$ cat src/hdl/mbrtu_pkg.sv
// shared types, constants and the crc-16 byte update for the modbus rtu receiver
// no dependencies; every other file in hdl imports this package
package mbrtu_pkg;

    typedef logic [7:0]  t_byte;
    typedef logic [15:0] t_word;

    // crc-16 (modbus): reflected polynomial, all-ones start value
    localparam t_word CRC_INIT = 16'hFFFF;
    localparam t_word CRC_POLY = 16'hA001;

    // function codes understood by the receiver
    localparam t_byte FC_READ_HOLDING  = 8'h03;
    localparam t_byte FC_WRITE_SINGLE  = 8'h06;
    localparam t_byte FC_WRITE_MULTI   = 8'h10;
    localparam t_byte FC_EXCEPTION_BIT = 8'h80;
    localparam t_byte EXC_ILLEGAL_FUNC = 8'h01;
    localparam t_byte ADDR_BROADCAST   = 8'h00;

    // header byte positions
    localparam logic [2:0] HDR_A_HI     = 3'd0;
    localparam logic [2:0] HDR_A_LO     = 3'd1;
    localparam logic [2:0] HDR_B_HI     = 3'd2;
    localparam logic [2:0] HDR_B_LO     = 3'd3;
    localparam logic [2:0] HDR_LEN_STD  = 3'd4;
    localparam logic [2:0] HDR_LEN_MULTI = 3'd5;

    // result kind
    localparam logic KIND_REQUEST   = 1'b0;
    localparam logic KIND_EXCEPTION = 1'b1;

    // queue between parser and word sequencer
    localparam int QUEUE_DEPTH = 2;
    localparam int QUEUE_PTR_W = $clog2(QUEUE_DEPTH);
    localparam int QUEUE_CNT_W = $clog2(QUEUE_DEPTH + 1);

    // parser phase
    typedef enum logic [2:0] {
        PH_ADDR,
        PH_FUNC,
        PH_HEAD,
        PH_DATA,
        PH_CRC_LO,
        PH_CRC_HI
    } t_phase;

    // exception frame byte position
    typedef enum logic [2:0] {
        TX_ADDR,
        TX_FUNC,
        TX_CODE,
        TX_CRC_LO,
        TX_CRC_HI
    } t_tx_step;

    // one queued job: a decoded request or an exception to transmit
    typedef struct packed {
        logic  kind;
        t_byte func;
        t_word word_a;
        t_word word_b;
        t_byte addr;
    } t_cmd;

    // queue status seen by the back end
    typedef struct packed {
        logic empty;
        logic full;
    } t_queue_status;

    // one byte through the crc-16 update, bit at a time
    function automatic t_word crc_byte(input t_word crc, input t_byte b);
        t_word c;
        c = crc ^ {8'h00, b};
        for (int k = 0; k < 8; k++) begin
            if (c[0]) begin
                c = (c >> 1) ^ CRC_POLY;
            end else begin
                c = c >> 1;
            end
        end
        return c;
    endfunction

endpackage

$ cat src/hdl/mbrtu_in_if.sv
// received-byte channel: valid/ready handshake with byte or timeout event
// depends on mbrtu_pkg
interface mbrtu_in_if;
    import mbrtu_pkg::*;

    logic  valid;
    logic  ready;
    t_byte rx_byte;
    logic  timed_out;

    modport source (output valid, output rx_byte, output timed_out, input ready);
    modport sink   (input valid, input rx_byte, input timed_out, output ready);
endinterface

$ cat src/hdl/mbrtu_out_if.sv
// result channel: decoded requests and exception transmit bytes
// depends on mbrtu_pkg
interface mbrtu_out_if;
    import mbrtu_pkg::*;

    logic  valid;
    logic  ready;
    logic  kind;
    t_byte func_code;
    t_word first_word;
    t_word second_word;
    t_byte tx_byte;
    logic  last;

    modport source (
        output valid, output kind, output func_code, output first_word,
        output second_word, output tx_byte, output last, input ready
    );
    modport sink (
        input valid, input kind, input func_code, input first_word,
        input second_word, input tx_byte, input last, output ready
    );
endinterface

$ cat src/hdl/mbrtu_cfg_if.sv
// configuration write channel carrying the node address
// depends on mbrtu_pkg
interface mbrtu_cfg_if;
    import mbrtu_pkg::*;

    logic  valid;
    logic  ready;
    t_byte own_address;

    modport source (output valid, output own_address, input ready);
    modport sink   (input valid, input own_address, output ready);
endinterface

$ cat src/hdl/mbrtu_front.sv
// frame parser: address match, function decode, header capture and crc check
// depends on mbrtu_pkg; pushes jobs into mbrtu_queue
module mbrtu_front (
    input  logic                  i_clk,
    input  logic                  i_rst_n,
    input  logic                  i_valid,
    output logic                  o_ready,
    input  mbrtu_pkg::t_byte      i_rx_byte,
    input  logic                  i_timed_out,
    input  mbrtu_pkg::t_byte      i_own_address,
    input  mbrtu_pkg::t_queue_status i_queue,
    output logic                  o_push,
    output mbrtu_pkg::t_cmd       o_cmd
);
    import mbrtu_pkg::*;

    t_phase     r_phase,     n_phase;
    logic [7:0] r_bytes_left, n_bytes_left;
    logic [2:0] r_hdr_idx,   n_hdr_idx;
    t_word      r_crc,       n_crc;
    t_byte      r_func,      n_func;
    t_word      r_word_a,    n_word_a;
    t_word      r_word_b,    n_word_b;
    t_byte      r_crc_low,   n_crc_low;

    logic       accept;
    logic       func_known;
    logic [2:0] hdr_need;

    assign o_ready    = !i_queue.full;
    assign accept     = i_valid && o_ready;
    assign func_known = (i_rx_byte == FC_READ_HOLDING) || (i_rx_byte == FC_WRITE_SINGLE)
                     || (i_rx_byte == FC_WRITE_MULTI);
    assign hdr_need   = (r_func == FC_WRITE_MULTI) ? HDR_LEN_MULTI : HDR_LEN_STD;

    // next state of the parser
    always_comb begin
        n_phase      = r_phase;
        n_bytes_left = r_bytes_left;
        n_hdr_idx    = r_hdr_idx;
        n_crc        = r_crc;
        n_func       = r_func;
        n_word_a     = r_word_a;
        n_word_b     = r_word_b;
        n_crc_low    = r_crc_low;
        if (accept) begin
            if (i_timed_out) begin
                n_phase      = PH_ADDR;
                n_crc        = CRC_INIT;
                n_hdr_idx    = '0;
                n_bytes_left = '0;
            end else begin
                unique case (r_phase)
                    PH_FUNC: begin
                        n_func = i_rx_byte;
                        if (func_known) begin
                            n_crc     = crc_byte(r_crc, i_rx_byte);
                            n_word_a  = '0;
                            n_word_b  = '0;
                            n_hdr_idx = '0;
                            n_phase   = PH_HEAD;
                        end else begin
                            n_phase      = PH_ADDR;
                            n_crc        = CRC_INIT;
                            n_hdr_idx    = '0;
                            n_bytes_left = '0;
                        end
                    end
                    PH_HEAD: begin
                        n_crc = crc_byte(r_crc, i_rx_byte);
                        unique case (r_hdr_idx)
                            HDR_A_HI: n_word_a = {i_rx_byte, 8'h00};
                            HDR_A_LO: n_word_a = {r_word_a[15:8], i_rx_byte};
                            HDR_B_HI: n_word_b = {i_rx_byte, 8'h00};
                            HDR_B_LO: n_word_b = {r_word_b[15:8], i_rx_byte};
                            default:  n_bytes_left = i_rx_byte;
                        endcase
                        n_hdr_idx = r_hdr_idx + 3'd1;
                        if (n_hdr_idx >= hdr_need) begin
                            if (hdr_need == HDR_LEN_MULTI && n_bytes_left != '0) begin
                                n_phase = PH_DATA;
                            end else begin
                                n_phase = PH_CRC_LO;
                            end
                        end
                    end
                    PH_DATA: begin
                        n_crc        = crc_byte(r_crc, i_rx_byte);
                        n_bytes_left = r_bytes_left - 8'd1;
                        if (n_bytes_left == '0) begin
                            n_phase = PH_CRC_LO;
                        end
                    end
                    PH_CRC_LO: begin
                        n_crc_low = i_rx_byte;
                        n_phase   = PH_CRC_HI;
                    end
                    PH_CRC_HI: begin
                        n_phase      = PH_ADDR;
                        n_crc        = CRC_INIT;
                        n_hdr_idx    = '0;
                        n_bytes_left = '0;
                    end
                    default: begin
                        // waiting for an address byte, also any stray phase code
                        n_phase      = PH_ADDR;
                        n_crc        = CRC_INIT;
                        n_hdr_idx    = '0;
                        n_bytes_left = '0;
                        if (i_rx_byte == i_own_address || i_rx_byte == ADDR_BROADCAST) begin
                            n_crc   = crc_byte(CRC_INIT, i_rx_byte);
                            n_phase = PH_FUNC;
                        end
                    end
                endcase
            end
        end
    end

    // job to the queue: exception on unknown code, request on good crc
    always_comb begin
        o_push = 1'b0;
        if (accept && !i_timed_out) begin
            if (r_phase == PH_FUNC && !func_known) begin
                o_push = 1'b1;
            end else if (r_phase == PH_CRC_HI && {i_rx_byte, r_crc_low} == r_crc) begin
                o_push = 1'b1;
            end
        end
        o_cmd.kind   = (r_phase == PH_FUNC) ? KIND_EXCEPTION : KIND_REQUEST;
        o_cmd.func   = (r_phase == PH_FUNC) ? i_rx_byte : r_func;
        o_cmd.word_a = r_word_a;
        o_cmd.word_b = r_word_b;
        o_cmd.addr   = i_own_address;
    end

    // parser registers
    always_ff @(posedge i_clk) begin
        if (!i_rst_n) begin
            r_phase      <= PH_ADDR;
            r_bytes_left <= '0;
            r_hdr_idx    <= '0;
            r_crc        <= CRC_INIT;
            r_func       <= '0;
            r_word_a     <= '0;
            r_word_b     <= '0;
            r_crc_low    <= '0;
        end else begin
            r_phase      <= n_phase;
            r_bytes_left <= n_bytes_left;
            r_hdr_idx    <= n_hdr_idx;
            r_crc        <= n_crc;
            r_func       <= n_func;
            r_word_a     <= n_word_a;
            r_word_b     <= n_word_b;
            r_crc_low    <= n_crc_low;
        end
    end

endmodule

$ cat src/hdl/mbrtu_queue.sv
// short show-ahead queue of jobs between parser and word sequencer
// depends on mbrtu_pkg
module mbrtu_queue (
    input  logic                     i_clk,
    input  logic                     i_rst_n,
    input  logic                     i_push,
    input  mbrtu_pkg::t_cmd          i_cmd,
    input  logic                     i_pop,
    output mbrtu_pkg::t_cmd          o_cmd,
    output mbrtu_pkg::t_queue_status o_status
);
    import mbrtu_pkg::*;

    t_cmd                   r_entry [QUEUE_DEPTH];
    logic [QUEUE_PTR_W-1:0] r_wr_ptr, n_wr_ptr;
    logic [QUEUE_PTR_W-1:0] r_rd_ptr, n_rd_ptr;
    logic [QUEUE_CNT_W-1:0] r_count,  n_count;
    logic                   do_push;
    logic                   do_pop;

    assign o_status.empty = (r_count == '0);
    assign o_status.full  = (r_count == QUEUE_CNT_W'(QUEUE_DEPTH));
    assign do_push        = i_push && !o_status.full;
    assign do_pop         = i_pop && !o_status.empty;
    assign o_cmd          = r_entry[r_rd_ptr];

    // pointer and fill count update
    always_comb begin
        n_wr_ptr = r_wr_ptr;
        n_rd_ptr = r_rd_ptr;
        n_count  = r_count;
        if (do_push) begin
            n_wr_ptr = (r_wr_ptr == QUEUE_PTR_W'(QUEUE_DEPTH - 1)) ? '0 : r_wr_ptr + 1'b1;
        end
        if (do_pop) begin
            n_rd_ptr = (r_rd_ptr == QUEUE_PTR_W'(QUEUE_DEPTH - 1)) ? '0 : r_rd_ptr + 1'b1;
        end
        if (do_push && !do_pop) begin
            n_count = r_count + 1'b1;
        end else if (do_pop && !do_push) begin
            n_count = r_count - 1'b1;
        end
    end

    always_ff @(posedge i_clk) begin
        if (!i_rst_n) begin
            r_wr_ptr <= '0;
            r_rd_ptr <= '0;
            r_count  <= '0;
        end else begin
            r_wr_ptr <= n_wr_ptr;
            r_rd_ptr <= n_rd_ptr;
            r_count  <= n_count;
        end
    end

    // entry storage
    always_ff @(posedge i_clk) begin
        if (do_push) begin
            r_entry[r_wr_ptr] <= i_cmd;
        end
    end

endmodule

$ cat src/hdl/mbrtu_back.sv
// word sequencer: turns queued jobs into result words, five per exception frame
// depends on mbrtu_pkg; fed by mbrtu_queue
module mbrtu_back (
    input  logic                     i_clk,
    input  logic                     i_rst_n,
    input  mbrtu_pkg::t_cmd          i_cmd,
    input  mbrtu_pkg::t_queue_status i_queue,
    output logic                     o_pop,
    output logic                     o_valid,
    input  logic                     i_ready,
    output logic                     o_kind,
    output mbrtu_pkg::t_byte         o_func_code,
    output mbrtu_pkg::t_word         o_first_word,
    output mbrtu_pkg::t_word         o_second_word,
    output mbrtu_pkg::t_byte         o_tx_byte,
    output logic                     o_last
);
    import mbrtu_pkg::*;

    t_tx_step r_step, n_step;
    t_word    r_crc,  n_crc;
    logic     r_valid;
    logic     r_kind;
    t_byte    r_func;
    t_word    r_word_a;
    t_word    r_word_b;
    t_byte    r_tx;
    logic     r_last;

    logic     load;
    logic     is_exc;
    t_byte    tx_now;
    logic     last_now;

    // output register free or being taken, and a job waiting
    assign load   = (!r_valid || i_ready) && !i_queue.empty;
    assign is_exc = (i_cmd.kind == KIND_EXCEPTION);

    // byte of the exception frame at the current step
    always_comb begin
        unique case (r_step)
            TX_ADDR:   tx_now = i_cmd.addr;
            TX_FUNC:   tx_now = i_cmd.func | FC_EXCEPTION_BIT;
            TX_CODE:   tx_now = EXC_ILLEGAL_FUNC;
            TX_CRC_LO: tx_now = r_crc[7:0];
            TX_CRC_HI: tx_now = r_crc[15:8];
            default:   tx_now = r_crc[15:8];
        endcase
    end

    // next step and running crc of the exception frame
    always_comb begin
        n_step = r_step;
        n_crc  = r_crc;
        if (load && is_exc) begin
            unique case (r_step)
                TX_ADDR: begin
                    n_crc  = crc_byte(CRC_INIT, tx_now);
                    n_step = TX_FUNC;
                end
                TX_FUNC: begin
                    n_crc  = crc_byte(r_crc, tx_now);
                    n_step = TX_CODE;
                end
                TX_CODE: begin
                    n_crc  = crc_byte(r_crc, tx_now);
                    n_step = TX_CRC_LO;
                end
                TX_CRC_LO: n_step = TX_CRC_HI;
                default:   n_step = TX_ADDR;
            endcase
        end
    end

    // pop at the end of a job
    always_comb begin
        last_now = !is_exc || (r_step == TX_CRC_HI);
        o_pop    = load && last_now;
    end

    always_ff @(posedge i_clk) begin
        if (!i_rst_n) begin
            r_step  <= TX_ADDR;
            r_crc   <= CRC_INIT;
            r_valid <= 1'b0;
        end else begin
            r_step <= n_step;
            r_crc  <= n_crc;
            if (load) begin
                r_valid <= 1'b1;
            end else if (i_ready) begin
                r_valid <= 1'b0;
            end
        end
    end

    // result word payload
    always_ff @(posedge i_clk) begin
        if (load) begin
            r_kind   <= i_cmd.kind;
            r_func   <= i_cmd.func;
            r_word_a <= is_exc ? '0 : i_cmd.word_a;
            r_word_b <= is_exc ? '0 : i_cmd.word_b;
            r_tx     <= is_exc ? tx_now : '0;
            r_last   <= last_now;
        end
    end

    assign o_valid       = r_valid;
    assign o_kind        = r_kind;
    assign o_func_code   = r_func;
    assign o_first_word  = r_word_a;
    assign o_second_word = r_word_b;
    assign o_tx_byte     = r_tx;
    assign o_last        = r_last;

endmodule

$ cat src/hdl/modbus_rtu_slave_frame_receiver.sv
// Modbus RTU slave request receiver. One received byte or timeout event is taken
// per clock cycle; the crc-16 update of a byte is done in that same cycle in the
// parser. A good frame for codes 0x03, 0x06 or 0x10 gives one result word when its
// last crc byte is taken; an unknown function code gives five exception words from
// the output sequencer. Between parser and sequencer sits a two-job queue, and a
// job stays in it until its last word is loaded into the output register. The
// input stays ready while the queue has room and stalls once it holds two jobs:
// behind a blocked output, or when unknown-code frames arrive faster than their
// five words drain. With an empty queue and a free output register, the job that
// a taken byte completes is written into the queue, then loaded into the output
// register, where its result word is valid and held until taken. The node address
// is written through the configuration channel, which is always ready; it resets to 1.
// depends on mbrtu_pkg, mbrtu_in_if, mbrtu_out_if, mbrtu_cfg_if, mbrtu_front,
// mbrtu_queue and mbrtu_back
module modbus_rtu_slave_frame_receiver (
    input  logic          i_clk,
    input  logic          i_rst_n,
    mbrtu_in_if.sink      i_in,
    mbrtu_cfg_if.sink     i_cfg,
    mbrtu_out_if.source   o_out
);
    import mbrtu_pkg::*;

    t_byte         r_own_address;
    logic          push;
    logic          pop;
    t_cmd          push_cmd;
    t_cmd          head_cmd;
    t_queue_status queue_status;

    // node address register
    assign i_cfg.ready = 1'b1;
    always_ff @(posedge i_clk) begin
        if (!i_rst_n) begin
            r_own_address <= 8'd1;
        end else if (i_cfg.valid) begin
            r_own_address <= i_cfg.own_address;
        end
    end

    // frame parser
    mbrtu_front u_front (
        .i_clk         (i_clk),
        .i_rst_n       (i_rst_n),
        .i_valid       (i_in.valid),
        .o_ready       (i_in.ready),
        .i_rx_byte     (i_in.rx_byte),
        .i_timed_out   (i_in.timed_out),
        .i_own_address (r_own_address),
        .i_queue       (queue_status),
        .o_push        (push),
        .o_cmd         (push_cmd)
    );

    // job queue
    mbrtu_queue u_queue (
        .i_clk    (i_clk),
        .i_rst_n  (i_rst_n),
        .i_push   (push),
        .i_cmd    (push_cmd),
        .i_pop    (pop),
        .o_cmd    (head_cmd),
        .o_status (queue_status)
    );

    // result word sequencer
    mbrtu_back u_back (
        .i_clk         (i_clk),
        .i_rst_n       (i_rst_n),
        .i_cmd         (head_cmd),
        .i_queue       (queue_status),
        .o_pop         (pop),
        .o_valid       (o_out.valid),
        .i_ready       (o_out.ready),
        .o_kind        (o_out.kind),
        .o_func_code   (o_out.func_code),
        .o_first_word  (o_out.first_word),
        .o_second_word (o_out.second_word),
        .o_tx_byte     (o_out.tx_byte),
        .o_last        (o_out.last)
    );

endmodule

$ cat src/flat_wrapper.sv
// flat-port wrapper written by rule: the top's interface ports become plain ports
module modbus_rtu_slave_frame_receiver_flat import mbrtu_pkg::*;
  (i_clk, i_rst_n, i_in_valid, i_in_rx_byte, i_in_timed_out, i_in_ready, i_cfg_valid, i_cfg_own_address, i_cfg_ready, o_out_valid, o_out_kind, o_out_func_code, o_out_first_word, o_out_second_word, o_out_tx_byte, o_out_last, o_out_ready);
  mbrtu_in_if i_in_i ();
  mbrtu_cfg_if i_cfg_i ();
  mbrtu_out_if o_out_i ();
  input  logic i_clk;
  input  logic i_rst_n;
  input wire logic [$bits(i_in_i.valid)-1:0] i_in_valid;
  input wire logic [$bits(i_in_i.rx_byte)-1:0] i_in_rx_byte;
  input wire logic [$bits(i_in_i.timed_out)-1:0] i_in_timed_out;
  output wire logic [$bits(i_in_i.ready)-1:0] i_in_ready;
  input wire logic [$bits(i_cfg_i.valid)-1:0] i_cfg_valid;
  input wire logic [$bits(i_cfg_i.own_address)-1:0] i_cfg_own_address;
  output wire logic [$bits(i_cfg_i.ready)-1:0] i_cfg_ready;
  output wire logic [$bits(o_out_i.valid)-1:0] o_out_valid;
  output wire logic [$bits(o_out_i.kind)-1:0] o_out_kind;
  output wire logic [$bits(o_out_i.func_code)-1:0] o_out_func_code;
  output wire logic [$bits(o_out_i.first_word)-1:0] o_out_first_word;
  output wire logic [$bits(o_out_i.second_word)-1:0] o_out_second_word;
  output wire logic [$bits(o_out_i.tx_byte)-1:0] o_out_tx_byte;
  output wire logic [$bits(o_out_i.last)-1:0] o_out_last;
  input wire logic [$bits(o_out_i.ready)-1:0] o_out_ready;
  assign i_in_i.valid = i_in_valid;
  assign i_in_i.rx_byte = i_in_rx_byte;
  assign i_in_i.timed_out = i_in_timed_out;
  assign i_in_ready = i_in_i.ready;
  assign i_cfg_i.valid = i_cfg_valid;
  assign i_cfg_i.own_address = i_cfg_own_address;
  assign i_cfg_ready = i_cfg_i.ready;
  assign o_out_valid = o_out_i.valid;
  assign o_out_kind = o_out_i.kind;
  assign o_out_func_code = o_out_i.func_code;
  assign o_out_first_word = o_out_i.first_word;
  assign o_out_second_word = o_out_i.second_word;
  assign o_out_tx_byte = o_out_i.tx_byte;
  assign o_out_last = o_out_i.last;
  assign o_out_i.ready = o_out_ready;
  modbus_rtu_slave_frame_receiver u_core (.i_clk(i_clk), .i_rst_n(i_rst_n), .i_in(i_in_i), .i_cfg(i_cfg_i), .o_out(o_out_i));
endmodule
$ cat config.mk
export PLATFORM = sky130hd
export DESIGN_NAME = modbus_rtu_slave_frame_receiver_flat
export DESIGN_NICKNAME = d
export VERILOG_FILES = /design/src/hdl/mbrtu_pkg.sv /design/src/hdl/mbrtu_in_if.sv /design/src/hdl/mbrtu_out_if.sv /design/src/hdl/mbrtu_cfg_if.sv /design/src/hdl/mbrtu_front.sv /design/src/hdl/mbrtu_queue.sv /design/src/hdl/mbrtu_back.sv /design/src/hdl/modbus_rtu_slave_frame_receiver.sv /design/src/flat_wrapper.sv
export SDC_FILE = /design/constraint.sdc
export NUM_CORES = 1
export LEC_CHECK = 0
export BUFFER_PORTS_ARGS = -buffer_cell sky130_fd_sc_hd__buf_4
export CAP_MARGIN = 20
export CORE_ASPECT_RATIO = 1.25
export CORE_MARGIN = 3
export CORE_UTILIZATION = 53
export DETAILED_ROUTE_END_ITERATION = 12
export GPL_ROUTABILITY_DRIVEN = 0
export PLACE_DENSITY = 0.71
export SETUP_SLACK_MARGIN = 0.5
export SLEW_MARGIN = 30
export SYNTH_ARGS = -nofsm -noshare
export SYNTH_HDL_FRONTEND = slang
export SYNTH_SLANG_ARGS = --single-unit
$ cat constraint.sdc
create_clock -name i_clk -period 7.4 [get_ports i_clk]
set_input_delay 1.11 -clock i_clk [delete_from_list [all_inputs] [get_ports i_clk]]
set_output_delay 1.11 -clock i_clk [all_outputs]
set_load 0.02 [all_outputs]
==> results_dict.tcl <==
set metrics [dict create \
    run_status "finished, final reports clean" \
    cp_max_fo 30 \
    relSlewSlack_pct 40.7 \
    worst_clock_skew_ns 0.0183 \
    cap_violations 0 \
    initial_utilization_pct 54.3 \
    max_vdd_drop_v 0.000163 \
    fp.coreArea_um2 22400 \
    first_global_vias 8208 \
    dp_hpwl_mm 17.4 \
    place.port_buffers 73 \
    clock_sinks 259 \
    net_count_synth 1151 \
    io-pin-count 75 \
    layout.cells.non_filler 1453 \
    die_w_um 142 \
    h_tree_lvl_count 1 \
    max_slew.worst_pin.slew_ns 0.888 \
    cts_resized 0 \
    wire_per_inst_um 17.9 \
    rrSetupSlack_ns 4.01 \
    timing_worst_setup_path_type "input port to flop" \
    setup_total_negative_slack_ns 0 \
    crit_path_start_kind "input port" \
    grt_start_max_net_pins 113 \
    grt_pass1_wl_mm 42.2 \
    timing.critical_path.arrival_ns 3.73 \
    synth_area_per_cell_um2 11.0 \
    die_h_um 176 \
    asyncSetResetFlopFracSynth_pct 0 \
    number_of_hold_buffers_added_after_cts 0 \
    antenna_found_initial 0 \
    placedCellCount 1407 \
    pre_cts_ws_ns 3.31 \
    clock_tree.root_cell "sky130_fd_sc_hd__clkbuf_16" \
    p_leak_uw 0.00465 \
    number_of_buffers_inserted_during_clock_tree_synthesis 25 \
    max_clock_freq_mhz 281 \
    synth_ff_type "sky130_fd_sc_hd__edfxtp_1" \
    ys_seq_elements 259 \
    remaining_design_rule_violation_count 0 \
    clock_tree_from_tritoncts "done" \
    final_min_period_over_clock_period_pct 48.1 \
    routed-via-count 8344 \
    final-hold-violation-count 0 \
    synth_warnings 0 \
    clockBufferDepth 3 \
    std_cell_rows 61 \
    grt_setup_unrepaired "false" \
    synth_seq_area_share_pct 54.7 \
    ant_nets 0 \
    synth-edff-count 148 \
    drtPass1Iterations 5 \
    post_route_cells_drive_above_1_share_pct 14.5 \
    p_per_area_nw_per_um2 210 \
    timing.final.max_slew_violations 0 \
    route.detailed.vias_per_inst 5.74 \
    worstSkewPairLatency_ns 0.54 \
    final_routed_wirelength_mm 26.0 \
    insertedDiodeCount 0 \
    layout.nets 1190 \
    critical_path_end_type "flop" \
    yosys.cell_types.count 71 \
    fin_ws_ns 3.84 \
    finalWorstPathRequiredPeriod_ns 3.56 \
    detail_route.iter0.violations 628 \
    clock_slew_at_the_register_clock_pins_of_the_worst_setup_and_hold_paths_ns 0.06 \
    min-delay-path-class "flop to flop" \
    globalRouteOverflowTotal 0 \
    netlist_area_before_placement_um2 12200 \
    finalSetupViolations 0 \
    design.die.area_um2 24900 \
    post_cts.repair.setup_buffers 0 \
    grt_usage_pct 20.7 \
    synthToLayoutAreaGrowth_pct 12.5 \
    synthesis.instances 1112 \
    required_ns 7.58 \
]
worst paths after layout:
path / depth (start not counted) / end / startpoint
setup / recovery: 10 / u_core.u_queue.r_entry[0][7] / i_in_rx_byte[2]
hold / removal: 0 / u_core.u_queue.r_entry[0][13] / u_core.u_front.r_word_b[5]
setup reg to reg: 8 / u_core.u_back.r_crc[0] / u_core.u_back.r_step[1]
hold reg to reg: 0 / u_core.u_queue.r_entry[0][13] / u_core.u_front.r_word_b[5]
metal layers:
layer	global-route usage (%)	vias to the layer above	part of all wire, %
li1	-	4051	-
met5	0	-	0
met2	35.8	213	51
met3	2.61	71	4.6
met1	26.5	4009	41
met4	7.52	0	3.4
placed cells by master, fill, tap and decap left out, types with 7 or more instances in the layout:
cell type / Yosys / routed
sky130_fd_sc_hd__ha_1: 17 / 17
sky130_fd_sc_hd__xor2_1: 20 / 20
sky130_fd_sc_hd__xnor2_1: 66 / 65
sky130_fd_sc_hd__a21oi_1: 46 / 46
sky130_fd_sc_hd__o211ai_1: 14 / 14
sky130_fd_sc_hd__o22ai_1: 17 / 17
sky130_fd_sc_hd__clkbuf_16: 0 / 25
sky130_fd_sc_hd__nand2b_1: 14 / 14
sky130_fd_sc_hd__mux2_4: 9 / 9
sky130_fd_sc_hd__mux2_2: 12 / 12
sky130_fd_sc_hd__or3_1: 9 / 9
sky130_fd_sc_hd__nor2_1: 95 / 90
sky130_fd_sc_hd__mux2i_1: 54 / 54
sky130_fd_sc_hd__edfxtp_1: 148 / 148
sky130_fd_sc_hd__nand4_1: 15 / 15
sky130_fd_sc_hd__inv_1: 22 / 21
sky130_fd_sc_hd__dfxtp_1: 111 / 109
sky130_fd_sc_hd__a21boi_0: 39 / 39
sky130_fd_sc_hd__buf_4: 1 / 80
sky130_fd_sc_hd__nand3_1: 35 / 35
sky130_fd_sc_hd__and2_1: 15 / 15
sky130_fd_sc_hd__clkinv_1: 0 / 7
sky130_fd_sc_hd__nor3_1: 24 / 24
sky130_fd_sc_hd__nor2b_1: 42 / 42
sky130_fd_sc_hd__nand2_1: 93 / 93
sky130_fd_sc_hd__o21ai_0: 30 / 30
critical path: stages:
cell and delay (ns):
sky130_fd_sc_hd__buf_4 0.21, sky130_fd_sc_hd__inv_1 0.09, sky130_fd_sc_hd__ha_1 0.24, sky130_fd_sc_hd__a22o_1 0.22
sky130_fd_sc_hd__a32oi_1 0.13, sky130_fd_sc_hd__nand2b_1 0.20, sky130_fd_sc_hd__and2_1 0.16, sky130_fd_sc_hd__o21ai_0 0.28
sky130_fd_sc_hd__nor2_4 0.58, sky130_fd_sc_hd__buf_4 0.48
logic make-up after synthesis:
| logic type | share of synthesized area, % |
|---|---|
| adders and majority gates | 1.74 |
| and+or+nand+nor | 14.2 |
| muxes | 6.74 |
| other | 0.0307 |
| DFF | 54.7 |
| xor gates and xnor gates | 7.78 |
| buffers and inverters | 3.17 |
| AOI/OAI and AO/OA | 11.7 |
final cells by class:
cell class / instances / area [µm²]
Clock inverter: 20 / 191
Inverter: 22 / 82.6
Sequential cell: 259 / 6670
Multi-Input combinational cell: 762 / 5180
Tap cell: 283 / 354
Timing Repair Buffer: 81 / 612
Clock buffer: 26 / 629
Fill cell: 1831 / 8720
cell usage after synthesis (3+ instances only):
cell type                  count  area [µm²]
sky130_fd_sc_hd__o21ai_1       7        35.0
sky130_fd_sc_hd__clkbuf_1     49         184
sky130_fd_sc_hd__mux2_4        9         135
sky130_fd_sc_hd__o22ai_1      17         106
sky130_fd_sc_hd__mux2_2       12         135
sky130_fd_sc_hd__ha_1         17         213
sky130_fd_sc_hd__nor2b_1      42         263
sky130_fd_sc_hd__xnor2_1      66         578
sky130_fd_sc_hd__a21oi_1      46         230
sky130_fd_sc_hd__o31a_1        3        26.3
sky130_fd_sc_hd__o21a_1        6        45.0
sky130_fd_sc_hd__a21oi_2       5        43.8
sky130_fd_sc_hd__nor2_1       95         357
sky130_fd_sc_hd__a221oi_1      3        26.3
sky130_fd_sc_hd__edfxtp_1    148        4440
sky130_fd_sc_hd__a32oi_1       3        26.3
sky130_fd_sc_hd__buf_2         8        40.0
sky130_fd_sc_hd__xnor3_1       3        67.6
sky130_fd_sc_hd__nand4_1      15        93.8
sky130_fd_sc_hd__buf_1         8        30.0
sky130_fd_sc_hd__nand2_1      93         349
sky130_fd_sc_hd__a21boi_0     39         293
sky130_fd_sc_hd__or3_1         9        56.3
sky130_fd_sc_hd__nand2b_1     14        87.6
sky130_fd_sc_hd__and2_1       15        93.8
sky130_fd_sc_hd__a211oi_1      5        37.5
sky130_fd_sc_hd__o31ai_1       4        30.0
sky130_fd_sc_hd__nor3b_1       3        22.5
sky130_fd_sc_hd__nor4_1        5        31.3
sky130_fd_sc_hd__or4_1         4        30.0
sky130_fd_sc_hd__o21ai_0      30         150
sky130_fd_sc_hd__a31oi_1       4        25.0
sky130_fd_sc_hd__dfxtp_1     111        2220
sky130_fd_sc_hd__nand3_1      35         175
sky130_fd_sc_hd__a21o_1        3        22.5
sky130_fd_sc_hd__inv_1        22        82.6
sky130_fd_sc_hd__xor2_1       20         175
sky130_fd_sc_hd__o211ai_1     14         105
sky130_fd_sc_hd__nor3_1       24         120
sky130_fd_sc_hd__mux2i_1      54         541
stage by stage:
step / utilization [%] / area (µm²) / power [µW] / hold WS, ns
CTS: 61.1 / 13700 / 2910 / 0.458
global placement: 57.4 / 12900 / 1650 / 0.432
global route: 61.1 / 13700 / 2970 / 0.458
floorplan: - / 12200 / 1620 / 0.425
detailed placement: 57.4 / 12900 / 1650 / 0.440
finish: 61.1 / 13700 / 2880 / 0.451
power breakdown:
group / internal [µW] / total [µW] / switching (µW) / leakage (µW)
Sequential: 1510 / 1510 / 4.60 / 0.00217
Combinational: 46.1 / 105 / 58.7 / 0.00209
Clock: 727 / 1260 / 535 / 0.000397
Total: 2280 / 2880 / 598 / 0.00465
flip-flops by register name (all words and copies together), names as in the netlist, named ones only:
signal	flops
u_core.u_back.o_second_word	16
u_core.u_back.o_func_code	8
u_core.u_front.r_word_a	16
u_core.u_queue.r_rd_ptr	1
u_core.u_front.r_crc_low	8
u_core.r_own_address	8
u_core.u_back.o_first_word	16
u_core.u_front.r_hdr_idx	3
u_core.u_back.r_crc	16
u_core.u_queue.r_wr_ptr	1
u_core.u_front.r_crc	16
u_core.u_front.r_func	8
u_core.u_back.o_valid	1
u_core.u_front.r_phase	3
u_core.u_queue.r_count	2
u_core.u_front.r_word_b	16
u_core.u_back.o_last	1
u_core.u_back.o_tx_byte	8
u_core.u_queue.r_entry	98
u_core.u_front.r_bytes_left	8
u_core.u_back.o_kind	1
u_core.u_back.r_step	3
Note: power is estimated with default switching activity, not from simulation.
